**config.mk**
```make
export PLATFORM = sky130hd
export DESIGN_NAME = pwm_duty_sequence_player
export DESIGN_NICKNAME = d
export VERILOG_FILES = /design/src/pds_pkg.sv /design/src/pwm_duty_sequence_player.sv /design/src/pds_front.sv /design/src/pds_queue.sv /design/src/pds_cmp.sv /design/src/pds_back.sv
export SDC_FILE = /design/constraint.sdc
export NUM_CORES = 2
export LEC_CHECK = 0
export BUFFER_PORTS_ARGS = -buffer_cell sky130_fd_sc_hd__buf_4
export CAP_MARGIN = 0
export CORE_ASPECT_RATIO = 0.9
export CORE_MARGIN = 5
export CORE_UTILIZATION = 45
export CTS_BUF_LIST = sky130_fd_sc_hd__clkbuf_2 sky130_fd_sc_hd__clkbuf_4 sky130_fd_sc_hd__clkbuf_8
export DETAILED_ROUTE_END_ITERATION = 8
export GPL_TIMING_DRIVEN = 0
export PLACE_DENSITY = 0.67
export SYNTH_ARGS = -nofsm -noshare
export SYNTH_HDL_FRONTEND = slang
export SYNTH_SLANG_ARGS = --single-unit
```
**constraint.sdc**
```tcl
create_clock -name clk_i -period 19.1 [get_ports clk_i]
set_clock_uncertainty 0.2 [all_clocks]
set_input_delay 3.82 -clock clk_i [delete_from_list [all_inputs] [get_ports clk_i]]
set_output_delay 3.82 -clock clk_i [all_outputs]
set_load 0.005 [all_outputs]
```
**src/pds_pkg.sv**
```systemverilog
`timescale 1ns / 1ps
// ----------------------------------------------------------------------------
// pds_pkg: shared types and constants of the pwm duty sequence player
// Operation codes, the classified command passed from front to back, the
// packed result and the constants of the duty to compare conversion.
// ----------------------------------------------------------------------------
package pds_pkg;

  // default configuration of the top level
  localparam int NumChannels = 3;
  localparam int SeqDepth    = 16;

  // channel outputs carried in every result item
  localparam int NumOutCh = 3;

  // reset value of the period register
  localparam logic [15:0] PeriodReset = 16'd999;

  // register map
  localparam logic [1:0] RegPeriodAddr = 2'd0;

  // saturation limit of a duty percentage
  localparam logic [7:0] DutyMax = 8'd100;

  // reciprocal of 100 for the compare division: floor(2^30 / 100)
  localparam int          RecipShift = 30;
  localparam logic [23:0] RecipMul   = 24'd10737418;
  localparam logic [23:0] Hundred    = 24'd100;

  // operation codes of the input item
  localparam logic [2:0] OpUpdate   = 3'd0;
  localparam logic [2:0] OpWrite    = 3'd1;
  localparam logic [2:0] OpStart    = 3'd2;
  localparam logic [2:0] OpSetDuty  = 3'd3;
  localparam logic [2:0] OpOutOn    = 3'd4;
  localparam logic [2:0] OpOutOff   = 3'd5;

  // classified command kinds
  typedef enum logic [2:0] {
    KindNop    = 3'd0,
    KindUpdate = 3'd1,
    KindWrite  = 3'd2,
    KindStart  = 3'd3,
    KindSet    = 3'd4,
    KindOn     = 3'd5,
    KindOff    = 3'd6
  } cmd_kind_e;

  // command held in the queue between front and back
  typedef struct packed {
    cmd_kind_e   kind;
    logic [1:0]  ch;
    logic        ch_ok;
    logic [3:0]  idx;
    logic [6:0]  duty;
    logic [3:0]  size;
  } cmd_t;

  // result item, last field in the lowest bits
  typedef struct packed {
    logic [3:0]                 remaining;
    logic                       irq_en;
    logic [NumOutCh-1:0]        enable;
    logic [NumOutCh-1:0][15:0]  compare;
  } res_t;

endpackage

```
**src/pwm_duty_sequence_player.sv**
```systemverilog
`timescale 1ns / 1ps
// ----------------------------------------------------------------------------
// pwm_duty_sequence_player: pwm compare engine with duty sequences
// Top level with the period register, item intake, queue and executor.
// ----------------------------------------------------------------------------
// Each input item gives exactly one result item holding all channel compare
// values, output enables, the update interrupt enable and the entries left on
// the item's channel. Items are handled one at a time by the executor behind
// a two-entry queue, so intake carries on while a result waits to be taken.
// Write entry, start, output on/off and ignored items go straight from idle
// to done; set duty waits for the three-stage compare pipeline. An update
// event scans the channels one after the other, and each active channel goes
// through the store read port and the compare pipeline.
// The period register is to be written only while the block is idle.
// ----------------------------------------------------------------------------
module pwm_duty_sequence_player #(
  parameter int NUM_CHANNELS = pds_pkg::NumChannels,
  parameter int SEQ_DEPTH    = pds_pkg::SeqDepth
) (
  input  logic        clk_i,
  input  logic        rst_ni,
  // input items
  input  logic        s_axis_tvalid,
  output logic        s_axis_tready,
  // entry_index [3:0], duty_percent [11:4], seq_size [15:12]
  input  logic [15:0] s_axis_tdata,
  // operation [2:0], channel [4:3]
  input  logic [4:0]  s_axis_tuser,
  // result items
  output logic        m_axis_tvalid,
  input  logic        m_axis_tready,
  // compare_ch0 [15:0], compare_ch1 [31:16], compare_ch2 [47:32],
  // enable_ch0 [48], enable_ch1 [49], enable_ch2 [50],
  // update_irq_enabled [51], remaining [55:52]
  output logic [55:0] m_axis_tdata,
  // configuration
  input  logic        psel,
  input  logic        penable,
  input  logic        pwrite,
  input  logic [1:0]  paddr,
  input  logic [31:0] pwdata,
  output logic [31:0] prdata,
  output logic        pready
);

  logic [15:0]   period_q;
  logic          push;
  logic          full;
  logic          pop;
  logic          cmd_valid;
  pds_pkg::cmd_t cmd_in;
  pds_pkg::cmd_t cmd_head;
  pds_pkg::res_t res;

  // period register
  assign pready = 1'b1;
  assign prdata = (paddr == pds_pkg::RegPeriodAddr) ? {16'd0, period_q} : 32'd0;

  always_ff @(posedge clk_i or negedge rst_ni) begin
    if (!rst_ni) begin
      period_q <= pds_pkg::PeriodReset;
    end else if (psel && penable && pwrite && pready
                 && (paddr == pds_pkg::RegPeriodAddr)) begin
      period_q <= pwdata[15:0];
    end
  end

  // intake and classification
  pds_front #(
    .NUM_CHANNELS (NUM_CHANNELS),
    .SEQ_DEPTH    (SEQ_DEPTH)
  ) u_front (
    .in_valid_i     (s_axis_tvalid),
    .in_ready_o     (s_axis_tready),
    .operation_i    (s_axis_tuser[2:0]),
    .channel_i      (s_axis_tuser[4:3]),
    .entry_index_i  (s_axis_tdata[3:0]),
    .duty_percent_i (s_axis_tdata[11:4]),
    .seq_size_i     (s_axis_tdata[15:12]),
    .full_i         (full),
    .push_o         (push),
    .cmd_o          (cmd_in)
  );

  // command queue
  pds_queue u_queue (
    .clk_i   (clk_i),
    .rst_ni  (rst_ni),
    .push_i  (push),
    .data_i  (cmd_in),
    .full_o  (full),
    .pop_i   (pop),
    .data_o  (cmd_head),
    .valid_o (cmd_valid)
  );

  // execution
  pds_back #(
    .NUM_CHANNELS (NUM_CHANNELS),
    .SEQ_DEPTH    (SEQ_DEPTH)
  ) u_back (
    .clk_i       (clk_i),
    .rst_ni      (rst_ni),
    .period_i    (period_q),
    .cmd_valid_i (cmd_valid),
    .cmd_i       (cmd_head),
    .pop_o       (pop),
    .res_valid_o (m_axis_tvalid),
    .res_ready_i (m_axis_tready),
    .res_o       (res)
  );

  assign m_axis_tdata = res;

endmodule

```
**src/pds_front.sv**
```systemverilog
`timescale 1ns / 1ps
// ----------------------------------------------------------------------------
// pds_front: input item classification
// Takes input items, saturates the duty, clamps the size, checks channel and
// entry range and pushes one command per item into the queue.
// ----------------------------------------------------------------------------
module pds_front #(
  parameter int NUM_CHANNELS = pds_pkg::NumChannels,
  parameter int SEQ_DEPTH    = pds_pkg::SeqDepth
) (
  input  logic            in_valid_i,
  output logic            in_ready_o,
  input  logic [2:0]      operation_i,
  input  logic [1:0]      channel_i,
  input  logic [3:0]      entry_index_i,
  input  logic [7:0]      duty_percent_i,
  input  logic [3:0]      seq_size_i,
  input  logic            full_i,
  output logic            push_o,
  output pds_pkg::cmd_t   cmd_o
);

  logic       ch_ok;
  logic       idx_ok;
  logic [6:0] duty_sat;
  logic [3:0] size_clamp;

  // range checks and saturation
  assign ch_ok      = 32'(channel_i) < NUM_CHANNELS;
  assign idx_ok     = 32'(entry_index_i) < SEQ_DEPTH;
  assign duty_sat   = (duty_percent_i > pds_pkg::DutyMax) ? pds_pkg::DutyMax[6:0]
                                                          : duty_percent_i[6:0];
  assign size_clamp = (32'(seq_size_i) > SEQ_DEPTH) ? 4'(SEQ_DEPTH) : seq_size_i;

  // handshake towards the queue
  assign in_ready_o = !full_i;
  assign push_o     = in_valid_i && !full_i;

  // classify the item
  always_comb begin
    cmd_o.ch    = channel_i;
    cmd_o.ch_ok = ch_ok;
    cmd_o.idx   = entry_index_i;
    cmd_o.duty  = duty_sat;
    cmd_o.size  = size_clamp;
    cmd_o.kind  = pds_pkg::KindNop;
    case (operation_i)
      pds_pkg::OpUpdate:  cmd_o.kind = pds_pkg::KindUpdate;
      pds_pkg::OpWrite:   if (ch_ok && idx_ok) cmd_o.kind = pds_pkg::KindWrite;
      pds_pkg::OpStart:   if (ch_ok) cmd_o.kind = pds_pkg::KindStart;
      pds_pkg::OpSetDuty: if (ch_ok) cmd_o.kind = pds_pkg::KindSet;
      pds_pkg::OpOutOn:   if (ch_ok) cmd_o.kind = pds_pkg::KindOn;
      pds_pkg::OpOutOff:  if (ch_ok) cmd_o.kind = pds_pkg::KindOff;
      default:            cmd_o.kind = pds_pkg::KindNop;
    endcase
  end

endmodule

```
**src/pds_queue.sv**
```systemverilog
`timescale 1ns / 1ps
// ----------------------------------------------------------------------------
// pds_queue: two-entry command queue
// Decouples item intake from command execution.
// ----------------------------------------------------------------------------
module pds_queue (
  input  logic            clk_i,
  input  logic            rst_ni,
  input  logic            push_i,
  input  pds_pkg::cmd_t   data_i,
  output logic            full_o,
  input  logic            pop_i,
  output pds_pkg::cmd_t   data_o,
  output logic            valid_o
);

  logic [1:0]    cnt_q, cnt_d;
  logic          wp_q, rp_q;
  pds_pkg::cmd_t slot_q [2];

  assign full_o  = cnt_q == 2'd2;
  assign valid_o = cnt_q != 2'd0;
  assign data_o  = slot_q[rp_q];

  // occupancy
  always_comb begin
    cnt_d = cnt_q;
    if (push_i && !pop_i) cnt_d = cnt_q + 2'd1;
    else if (pop_i && !push_i) cnt_d = cnt_q - 2'd1;
  end

  // pointers
  always_ff @(posedge clk_i or negedge rst_ni) begin
    if (!rst_ni) begin
      cnt_q <= 2'd0;
      wp_q  <= 1'b0;
      rp_q  <= 1'b0;
    end else begin
      cnt_q <= cnt_d;
      if (push_i) wp_q <= !wp_q;
      if (pop_i) rp_q <= !rp_q;
    end
  end

  // storage
  always_ff @(posedge clk_i) begin
    if (push_i) slot_q[wp_q] <= data_i;
  end

endmodule

```
**src/pds_cmp.sv**
```systemverilog
`timescale 1ns / 1ps
// ----------------------------------------------------------------------------
// pds_cmp: duty to compare value unit
// Three-stage pipeline computing (period+1)*duty/100, saturated to 16 bits,
// with the division done as a reciprocal multiply and one correction step.
// ----------------------------------------------------------------------------
module pds_cmp (
  input  logic        clk_i,
  input  logic        rst_ni,
  input  logic        start_i,
  input  logic [6:0]  duty_i,
  input  logic [15:0] period_i,
  output logic        valid_o,
  output logic [15:0] value_o
);

  logic        v1_q, v2_q, v3_q;
  logic [23:0] x1_q, x2_q;
  logic [47:0] y_q;
  logic [15:0] res_q;
  logic [17:0] q0;
  logic [23:0] q0x100;
  logic [23:0] rem;
  logic [17:0] quo;

  // correction of the reciprocal estimate
  assign q0     = y_q[pds_pkg::RecipShift +: 18];
  assign q0x100 = 24'({6'd0, q0} * pds_pkg::Hundred);
  assign rem    = x2_q - q0x100;
  assign quo    = q0 + {17'd0, rem >= pds_pkg::Hundred};

  // stage valids
  always_ff @(posedge clk_i or negedge rst_ni) begin
    if (!rst_ni) begin
      v1_q <= 1'b0;
      v2_q <= 1'b0;
      v3_q <= 1'b0;
    end else begin
      v1_q <= start_i;
      v2_q <= v1_q;
      v3_q <= v2_q;
    end
  end

  // datapath
  always_ff @(posedge clk_i) begin
    x1_q  <= 24'(({1'b0, period_i} + 17'd1) * {10'd0, duty_i});
    y_q   <= {24'd0, x1_q} * {24'd0, pds_pkg::RecipMul};
    x2_q  <= x1_q;
    res_q <= (quo > 18'h0FFFF) ? 16'hFFFF : quo[15:0];
  end

  assign valid_o = v3_q;
  assign value_o = res_q;

endmodule

```
**src/pds_back.sv**
```systemverilog
`timescale 1ns / 1ps
// ----------------------------------------------------------------------------
// pds_back: command execution
// Sequencer over the channels, the sequence store, per-channel state and the
// registered result item.
// ----------------------------------------------------------------------------
module pds_back #(
  parameter int NUM_CHANNELS = pds_pkg::NumChannels,
  parameter int SEQ_DEPTH    = pds_pkg::SeqDepth
) (
  input  logic            clk_i,
  input  logic            rst_ni,
  input  logic [15:0]     period_i,
  input  logic            cmd_valid_i,
  input  pds_pkg::cmd_t   cmd_i,
  output logic            pop_o,
  output logic            res_valid_o,
  input  logic            res_ready_i,
  output pds_pkg::res_t   res_o
);

  localparam int ChW        = (NUM_CHANNELS > 1) ? $clog2(NUM_CHANNELS) : 1;
  localparam int CntW       = ChW + 1;
  localparam int IdxW       = $clog2(SEQ_DEPTH);
  localparam int StoreDepth = NUM_CHANNELS * SEQ_DEPTH;
  localparam int AddrW      = $clog2(StoreDepth);

  typedef enum logic [4:0] {
    StIdle = 5'b00001,
    StScan = 5'b00010,
    StRead = 5'b00100,
    StCalc = 5'b01000,
    StDone = 5'b10000
  } state_e;

  state_e          st_q, st_d;
  logic [CntW-1:0] scan_q;
  logic            any_q;
  logic [3:0]      play_q [NUM_CHANNELS];
  logic [3:0]      size_q [NUM_CHANNELS];
  logic [15:0]     cmpv_q [NUM_CHANNELS];
  logic            en_q   [NUM_CHANNELS];
  logic [15:0]     last_q;
  logic            irq_q;
  logic            out_valid_q;
  pds_pkg::res_t   out_q;

  logic [6:0]      mem [StoreDepth];
  logic [6:0]      rd_q;

  logic [ChW-1:0]  ch_ix;
  logic [ChW-1:0]  scan_ix;
  logic [ChW-1:0]  tgt_ix;
  logic            scan_end;
  logic            out_free;
  logic            mem_we, mem_re;
  logic [AddrW-1:0] wr_addr, rd_addr;
  logic            cmp_start;
  logic [6:0]      cmp_duty;
  logic            cmp_valid;
  logic [15:0]     cmp_value;
  logic            is_update;
  logic [3:0]      play_nxt;
  pds_pkg::res_t   res_now;

  assign ch_ix     = ChW'(cmd_i.ch);
  assign scan_ix   = scan_q[ChW-1:0];
  assign scan_end  = scan_q == CntW'(NUM_CHANNELS);
  assign is_update = cmd_i.kind == pds_pkg::KindUpdate;
  assign tgt_ix    = is_update ? scan_ix : ch_ix;
  assign out_free  = !out_valid_q || res_ready_i;
  assign play_nxt  = play_q[scan_ix] + 4'd1;

  // store addressing
  assign wr_addr = AddrW'(AddrW'(ch_ix) * AddrW'(SEQ_DEPTH)) + AddrW'(IdxW'(cmd_i.idx));
  assign rd_addr = AddrW'(AddrW'(scan_ix) * AddrW'(SEQ_DEPTH))
                 + AddrW'(IdxW'(play_q[scan_ix]));
  assign mem_we  = (st_q == StIdle) && cmd_valid_i && (cmd_i.kind == pds_pkg::KindWrite);
  assign mem_re  = (st_q == StScan) && !scan_end && (size_q[scan_ix] != 4'd0);

  // compare unit launch
  assign cmp_start = ((st_q == StIdle) && cmd_valid_i && (cmd_i.kind == pds_pkg::KindSet))
                   || (st_q == StRead);
  assign cmp_duty  = (st_q == StRead) ? rd_q : cmd_i.duty;

  pds_cmp u_cmp (
    .clk_i    (clk_i),
    .rst_ni   (rst_ni),
    .start_i  (cmp_start),
    .duty_i   (cmp_duty),
    .period_i (period_i),
    .valid_o  (cmp_valid),
    .value_o  (cmp_value)
  );

  // sequence store
  always_ff @(posedge clk_i) begin
    if (mem_we) mem[wr_addr] <= cmd_i.duty;
    if (mem_re) rd_q <= mem[rd_addr];
  end

  // next state
  always_comb begin
    st_d = st_q;
    case (st_q)
      StIdle: begin
        if (cmd_valid_i) begin
          case (cmd_i.kind)
            pds_pkg::KindUpdate: st_d = StScan;
            pds_pkg::KindSet:    st_d = StCalc;
            default:             st_d = StDone;
          endcase
        end
      end
      StScan: begin
        if (scan_end) st_d = StDone;
        else if (size_q[scan_ix] != 4'd0) st_d = StRead;
      end
      StRead: st_d = StCalc;
      StCalc: begin
        if (cmp_valid) st_d = is_update ? StScan : StDone;
      end
      StDone: begin
        if (out_free) st_d = StIdle;
      end
      default: st_d = StIdle;
    endcase
  end

  assign pop_o = (st_q == StDone) && out_free;

  // result as seen after the command
  always_comb begin
    res_now = '0;
    for (int i = 0; i < pds_pkg::NumOutCh; i++) begin
      if (i < NUM_CHANNELS) begin
        res_now.compare[i] = cmpv_q[i];
        res_now.enable[i]  = en_q[i];
      end
    end
    res_now.irq_en    = irq_q;
    res_now.remaining = cmd_i.ch_ok ? 4'(size_q[ch_ix] - play_q[ch_ix]) : 4'd0;
  end

  // control and channel state
  always_ff @(posedge clk_i or negedge rst_ni) begin
    if (!rst_ni) begin
      st_q        <= StIdle;
      scan_q      <= '0;
      any_q       <= 1'b0;
      last_q      <= 16'd0;
      irq_q       <= 1'b0;
      out_valid_q <= 1'b0;
      for (int i = 0; i < NUM_CHANNELS; i++) begin
        play_q[i] <= 4'd0;
        size_q[i] <= 4'd0;
        cmpv_q[i] <= 16'd0;
        en_q[i]   <= 1'b0;
      end
    end else begin
      st_q <= st_d;
      if (out_valid_q && res_ready_i && !pop_o) out_valid_q <= 1'b0;
      case (st_q)
        StIdle: begin
          if (cmd_valid_i) begin
            case (cmd_i.kind)
              pds_pkg::KindUpdate: begin
                scan_q <= '0;
                any_q  <= 1'b0;
              end
              pds_pkg::KindStart: begin
                size_q[ch_ix] <= cmd_i.size;
                play_q[ch_ix] <= 4'd0;
                cmpv_q[ch_ix] <= last_q;
                en_q[ch_ix]   <= 1'b1;
                irq_q         <= 1'b1;
              end
              pds_pkg::KindOn: begin
                cmpv_q[ch_ix] <= last_q;
                en_q[ch_ix]   <= 1'b1;
              end
              pds_pkg::KindOff: begin
                cmpv_q[ch_ix] <= last_q;
                en_q[ch_ix]   <= 1'b0;
              end
              default: ;
            endcase
          end
        end
        StScan: begin
          if (scan_end) begin
            if (!any_q) irq_q <= 1'b0;
          end else if (size_q[scan_ix] == 4'd0) begin
            scan_q <= scan_q + CntW'(1);
          end
        end
        StCalc: begin
          if (cmp_valid) begin
            last_q         <= cmp_value;
            cmpv_q[tgt_ix] <= cmp_value;
            en_q[tgt_ix]   <= 1'b1;
            if (is_update) begin
              // advance the sequence, retire it after its last entry
              if (play_nxt >= size_q[scan_ix]) begin
                play_q[scan_ix] <= 4'd0;
                size_q[scan_ix] <= 4'd0;
              end else begin
                play_q[scan_ix] <= play_nxt;
              end
              any_q  <= 1'b1;
              scan_q <= scan_q + CntW'(1);
            end
          end
        end
        StDone: begin
          if (out_free) out_valid_q <= 1'b1;
        end
        default: ;
      endcase
    end
  end

  // result register
  always_ff @(posedge clk_i) begin
    if (pop_o) out_q <= res_now;
  end

  assign res_valid_o = out_valid_q;
  assign res_o       = out_q;

endmodule

```
Word-level counts from Yosys, hierarchy flattened
Memories as Yosys holds them, arrays and structs flattened. A register that Yosys moved wholly into a read port is not among the register bits.
Cells that the tools add are included.
{ "totals": {"rom_bits": 0, "ram_bits": 378, "reg_bits": 292, "out_inout_bits": 91, "latch_bits": 0, "memories": 2, "word_cells": 243} }
{ "op_classes": {"n_lt_le_gt_ge": 11, "multipliers": 3, "n_eq_ne": 32, "shift": 0, "bitwise": 12, "reduce_logical": 46, "add_sub_neg": 10, "div": 0, "n_mux": 92} }
{ "mem_list": {"columns": ["memory", "depth", "width", "rd", "rd_clocked_by_memory_dff", "wr", "line", "rtl"], "rows": [
  ["u_back.mem", 48, 7, 1, 1, 1, "pds_back.sv:48", "logic [6:0] mem [StoreDepth];"],
  ["u_queue.slot_q", 2, 21, 1, 0, 1, "pds_queue.sv:19", "pds_pkg::cmd_t slot_q [2];"]
]} }
{ "ops": {"columns": ["cell", "count"], "rows": [
  ["48-bit two-way mux", 3],
  ["12-bit two-way mux", 10],
  ["48-bit bitwise mux", 2],
  ["48-bit case mux with 2 select lines", 1],
  ["16-bit demux with 2-bit select", 2],
  ["16-bit two-way mux", 3],
  ["12-bit case mux with 2 select lines", 2],
  ["24-bit by 23-bit multiplier with 47-bit output, second input constant", 1],
  ["4-bit two-way mux", 10],
  ["12-bit AND", 3],
  ["3-bit two-way mux", 11],
  ["4-bit binary-select mux with 2-bit select", 4],
  ["5-bit two-way mux", 6],
  ["5-bit case mux with 5 select lines", 1],
  ["12-bit bitwise mux", 2],
  ["24-bit by 7-bit >= comparator with 1-bit output, second input constant", 1],
  ["17-bit by 7-bit multiplier with 24-bit output", 1],
  ["12-bit inverter", 2],
  ["24-bit subtractor", 1],
  ["18-bit by 5-bit multiplier with 22-bit output, second input constant", 1],
  ["18-bit by 1-bit adder with 18-bit output", 1],
  ["18-bit by 16-bit > comparator with 1-bit output, second input constant", 1],
  ["3-bit case mux with 6 select lines", 1],
  ["16-bit by 1-bit adder with 17-bit output, second input constant", 1],
  ["53 further kinds", 135]
]} }

Depth between registers and ports, before layout
{ "depth": {"depth_word": 11, "depth_mapped": 35, "depth_no_buf": 34} }

By module
Synthesis repeated with hierarchy kept, for this count alone.
{ "hier_totals": {"hier_cells": 3561, "hier_area_um2": 41454.8} }
{ "modules_own_cells": {"columns": ["mod", "area_per_inst_um2", "seq_area_each_um2", "cells_each", "instances"], "rows": [
  ["pds_back", 20861.3, 14535.2, 1551, 1],
  ["pds_cmp", 17732.0, 1676.6, 1823, 1],
  ["pds_queue", 1709.1, 1361.3, 81, 1],
  ["pwm_duty_sequence_player", 920.9, 410.4, 72, 1],
  ["pds_front", 231.5, 0.0, 34, 1]
]} }

Least setup slack after synthesis
No wires, ideal clock.
{ "synth_path": {"kind": "input-to-output", "start": "input paddr[1]", "end": "output prdata[10]", "path_buffers": 1, "t_arrival_ns": 4.372, "slack_ns": 10.708, "path_stages": 3, "path_cell_list": "nor2_1 clkbuf_1 and2_1"} }
{ "synth_via": {"elab_chain_cells": 2} }
{ "synth_rtl": {"columns": ["element", "line", "rtl"], "rows": [
  ["start, declared", "pwm_duty_sequence_player.sv:40", "input logic [1:0] paddr,"],
  ["2-bit logical NOT", "pwm_duty_sequence_player.sv:57", "assign prdata = (paddr == pds_pkg::RegPeriodAddr) ? {16'd0, period_q} : 32'd0;"],
  ["16-bit two-way mux", "pwm_duty_sequence_player.sv:57", null],
  ["end, declared", "pwm_duty_sequence_player.sv:42", "output logic [31:0] prdata,"]
]} }
No other way between the ends.

Worst setup path in the final report
{ "layout_path": {"start": "input paddr[1]", "end": "output prdata[6]"} }
Same word-level chain as after synthesis.

==> metrics.md <==
| Metric | Value |
|---|---|
| Num CTS Buffers | between 100 and 150 |
| Largest net degree at the start of global routing | 99 |
| Vias/cell | 5.41 |
| Skew-Pair Late Insertion Delay | 0.74 ns |
| Synth cell types | 80 |
| RePlAce Congestion | 0.914 |
| Fraction of the cycle the final worst path needs | between 40% and 50% |
| Synth-to-Final Area Change | 11.6% |
| Post-synth EDFFs | 441 |
| Max-Cap Viols | 0 |
| RSZ-0062 raised after global routing | no |
| # Post-CTS Setup Buffers | 0 |
| Largest family of logic cells by synthesized area | adder cells |
| Post-layout min period | 8.81 ns |
| # DRC | 0 |
| Total GRT Usage | 20.3% |
| Reg2Reg Depth | 33 |
| Compound-Gate Fraction of Synth Area | 8.18% |
| Synth Area in Adders | 26.5% |
| Post-Synth XOR/XNOR Area | under 10% |
| Max Freq | 0.113 GHz |
| Pre-antenna DRT Iters | 5 |
| Synth Flop Type | edfxtp_1 |
| Synth Cell Area | between 0.04 and 0.05 mm^2 |
| Hold Crit Depth | 0 |
| Hold crit path type | reg2reg |
| Asr flop ratio synth | 19.3% |
| Slew margin rel. | 20.7% |
| Endpoints failing setup | 0 |
| Row Count | 104 |
| First-pass GRT wire length | 155000 um |
| CP max FO | 10 |
| Reg clk slew, reported paths | about 0.060 ns |
| Final #Nets | 4581 |
| Post-Synth Simple-Gate Area | roughly 11% |
| Routed wire length | 97700 um |
| Critical Path AT | 4.79 ns |
| Die Y | 295 um |
| Wirelength per Cell | 19.2 um |
| Crit. End Element | primary output |
| Antenna viol nets, final | 0 |
| Setup TNS | 0 ns |
| Most common cell after layout, fill and taps aside | nand2_1 |
| Die area | 0.0962 mm^2 |
| Register area share after synthesis | 44.4% |
| Via count | between 20k and 30k |
| Cts hold-fix bufs | 0 |
| Area leader, netlist | edfxtp_1 |
| PortBufs | 119 |
| Final Max Slew Viols | 0 |
| Die width | 326 um |
| Area contributors post-synth | edfxtp_1 (33%), fa_1 (14%), ha_1 (12%) |
| YS warnings | 0 |
| Startpoint types | primary input |
| CTS Sinks | 646 |
| Initial antenna violation count | 3 |
| Detailed placer's ending HPWL | 73000 um |
| Layout cells sized above 1 | between 10% and 20% |
| Hold Fails Final Rpt | 0 |
| GR Overflow Total | 0 |
| Critical Path RT | 15.08 ns |
| Most frequent cells in the layout | nand2_1 (553), edfxtp_1 (441), ha_1 (401) |
| Status | finished, final reports clean |
| Mapped Cells | approximately 3.6k |
| Setup CP Type | in2out |
| Synth Area per Inst | about 11 um^2 |
| CTS H-tree depth | 3 |
| CTS tree | done |
| Fin util | 50.6% |
| Vias in the first global route | between 20k and 30k |
| Post-CTS Resized | 0 |
| Initial Utilization | approximately 45% |
| CTS max path bufs | 3 |
| Worst-margin pin slew | between 1 and 1.5 ns |
| Flops & latches, synth | 646 |
| Mux cell area share after synthesis | 2.61% |
| Root Buffer | clkbuf_8 |
| Yosys top cell area share | 32.7% |
| Drt first-iter violations | 2231 |
| Boundary Pins | 153 |
| Core ar. | between 0.08 and 0.09 mm^2 |
## worst max-delay path, stage by stage
cell and delay [ns]:
buf_4 0.12, nor2_1 0.27, clkbuf_1 0.30, and2_1 0.18, buf_4 0.10
## final timing paths
check	endpoint	slack [ns]	from
worst max register to register	u_back.u_cmp.value_o[5]$_SDFF_PN1_	10.39	u_back.u_cmp.y_q[32]$_DFF_P_
worst min-delay path	u_back.u_cmp.v2_q$_DFF_PN0_	0.12	u_back.u_cmp.v1_q$_DFF_PN0_
worst min register to register	u_back.u_cmp.v2_q$_DFF_PN0_	0.12	u_back.u_cmp.v1_q$_DFF_PN0_
worst max-delay path	prdata[6]	10.29	paddr[1]
min in group asynchronous	u_back.cmpv_q[8]$_DFFE_PN0P_	2.80	rst_ni
max in group asynchronous	u_queue.wp_q$_DFFE_PN0P_	15.07	rst_ni
## layer usage
layer	up-vias	wire length, um	global-route usage [%]
met5	-	13	0
met4	2	2220	5.17
met3	151	6770	4.04
met2	828	44300	32.2
met1	13600	44400	29.0
li1	12900	-	-
## metrics by stage
stage / hold WS, ns / cell area (um^2) / std cells / setup WS, ns
floorplan: 0.131 / 40600 / 3603 / 10.71
global placement: 0.134 / 42900 / 4888 / 10.30
detailed placement: 0.136 / 43000 / 4891 / 10.26
CTS: 0.129 / 45200 / 5087 / 10.26
global route: 0.135 / 45200 / 5090 / 9.61
finish: 0.125 / 45200 / 5090 / 10.29
## cell usage after synthesis, types with 6 or more instances
library cell,count
a311oi_1,14
inv_1,383
a21o_1,24
o22ai_1,15
o21ai_0,57
xor2_1,29
buf_4,17
nor2_1,129
and2_1,38
a21oi_1,121
a31oi_1,31
o221ai_1,17
nor3b_1,6
o21ai_1,91
o21a_1,11
mux2i_1,53
buf_1,10
a22oi_1,10
a311o_1,7
ha_1,401
clkbuf_1,96
edfxtp_1,441
o21bai_1,11
or3_1,6
nand3b_1,7
dfxtp_1,80
dfstp_2,9
nor2b_1,25
a211oi_1,8
dfrtp_1,116
and3_1,37
nand2_1,553
mux2_2,47
nor3_1,60
nand3_1,119
xnor2_1,66
fa_1,286
nand2b_1,26
nand4_1,6
a32oi_1,48
## final cells by class
class,instances,area [um^2]
multi-input combinational,2440,20600
sequential,646,18000
inverter,389,1460
antenna,3,7.51
clock buffer,156,1890
tap,1166,1460
fill,7803,44200
timing repair buffer,122,960
buffer,128,551
clock inverter,40,312
## logic make-up after synthesis
family	after synthesis
xor+xnor	96
simple gates	1031
flops	646
buf+inv	517
fa+ha+maj	687
compound gates	509
mux	100
other cells	2
## state kept, by name, summed over array words and instances, names as in the netlist, 16 cells and up, named ones only
signal,flops
u_back.u_cmp.value_o,16
u_back.last_q,16
u_back.res_o,56
period_q,16
u_back.u_cmp.y_q,18
u_back.cmpv_q,48
u_queue.slot_q,42
u_back.mem,336
u_back.u_cmp.x2_q,22
u_back.u_cmp.x1_q,24
Power is not shown: default switching activity piles up to over one toggle a cycle in this logic, so the estimate is an artifact.
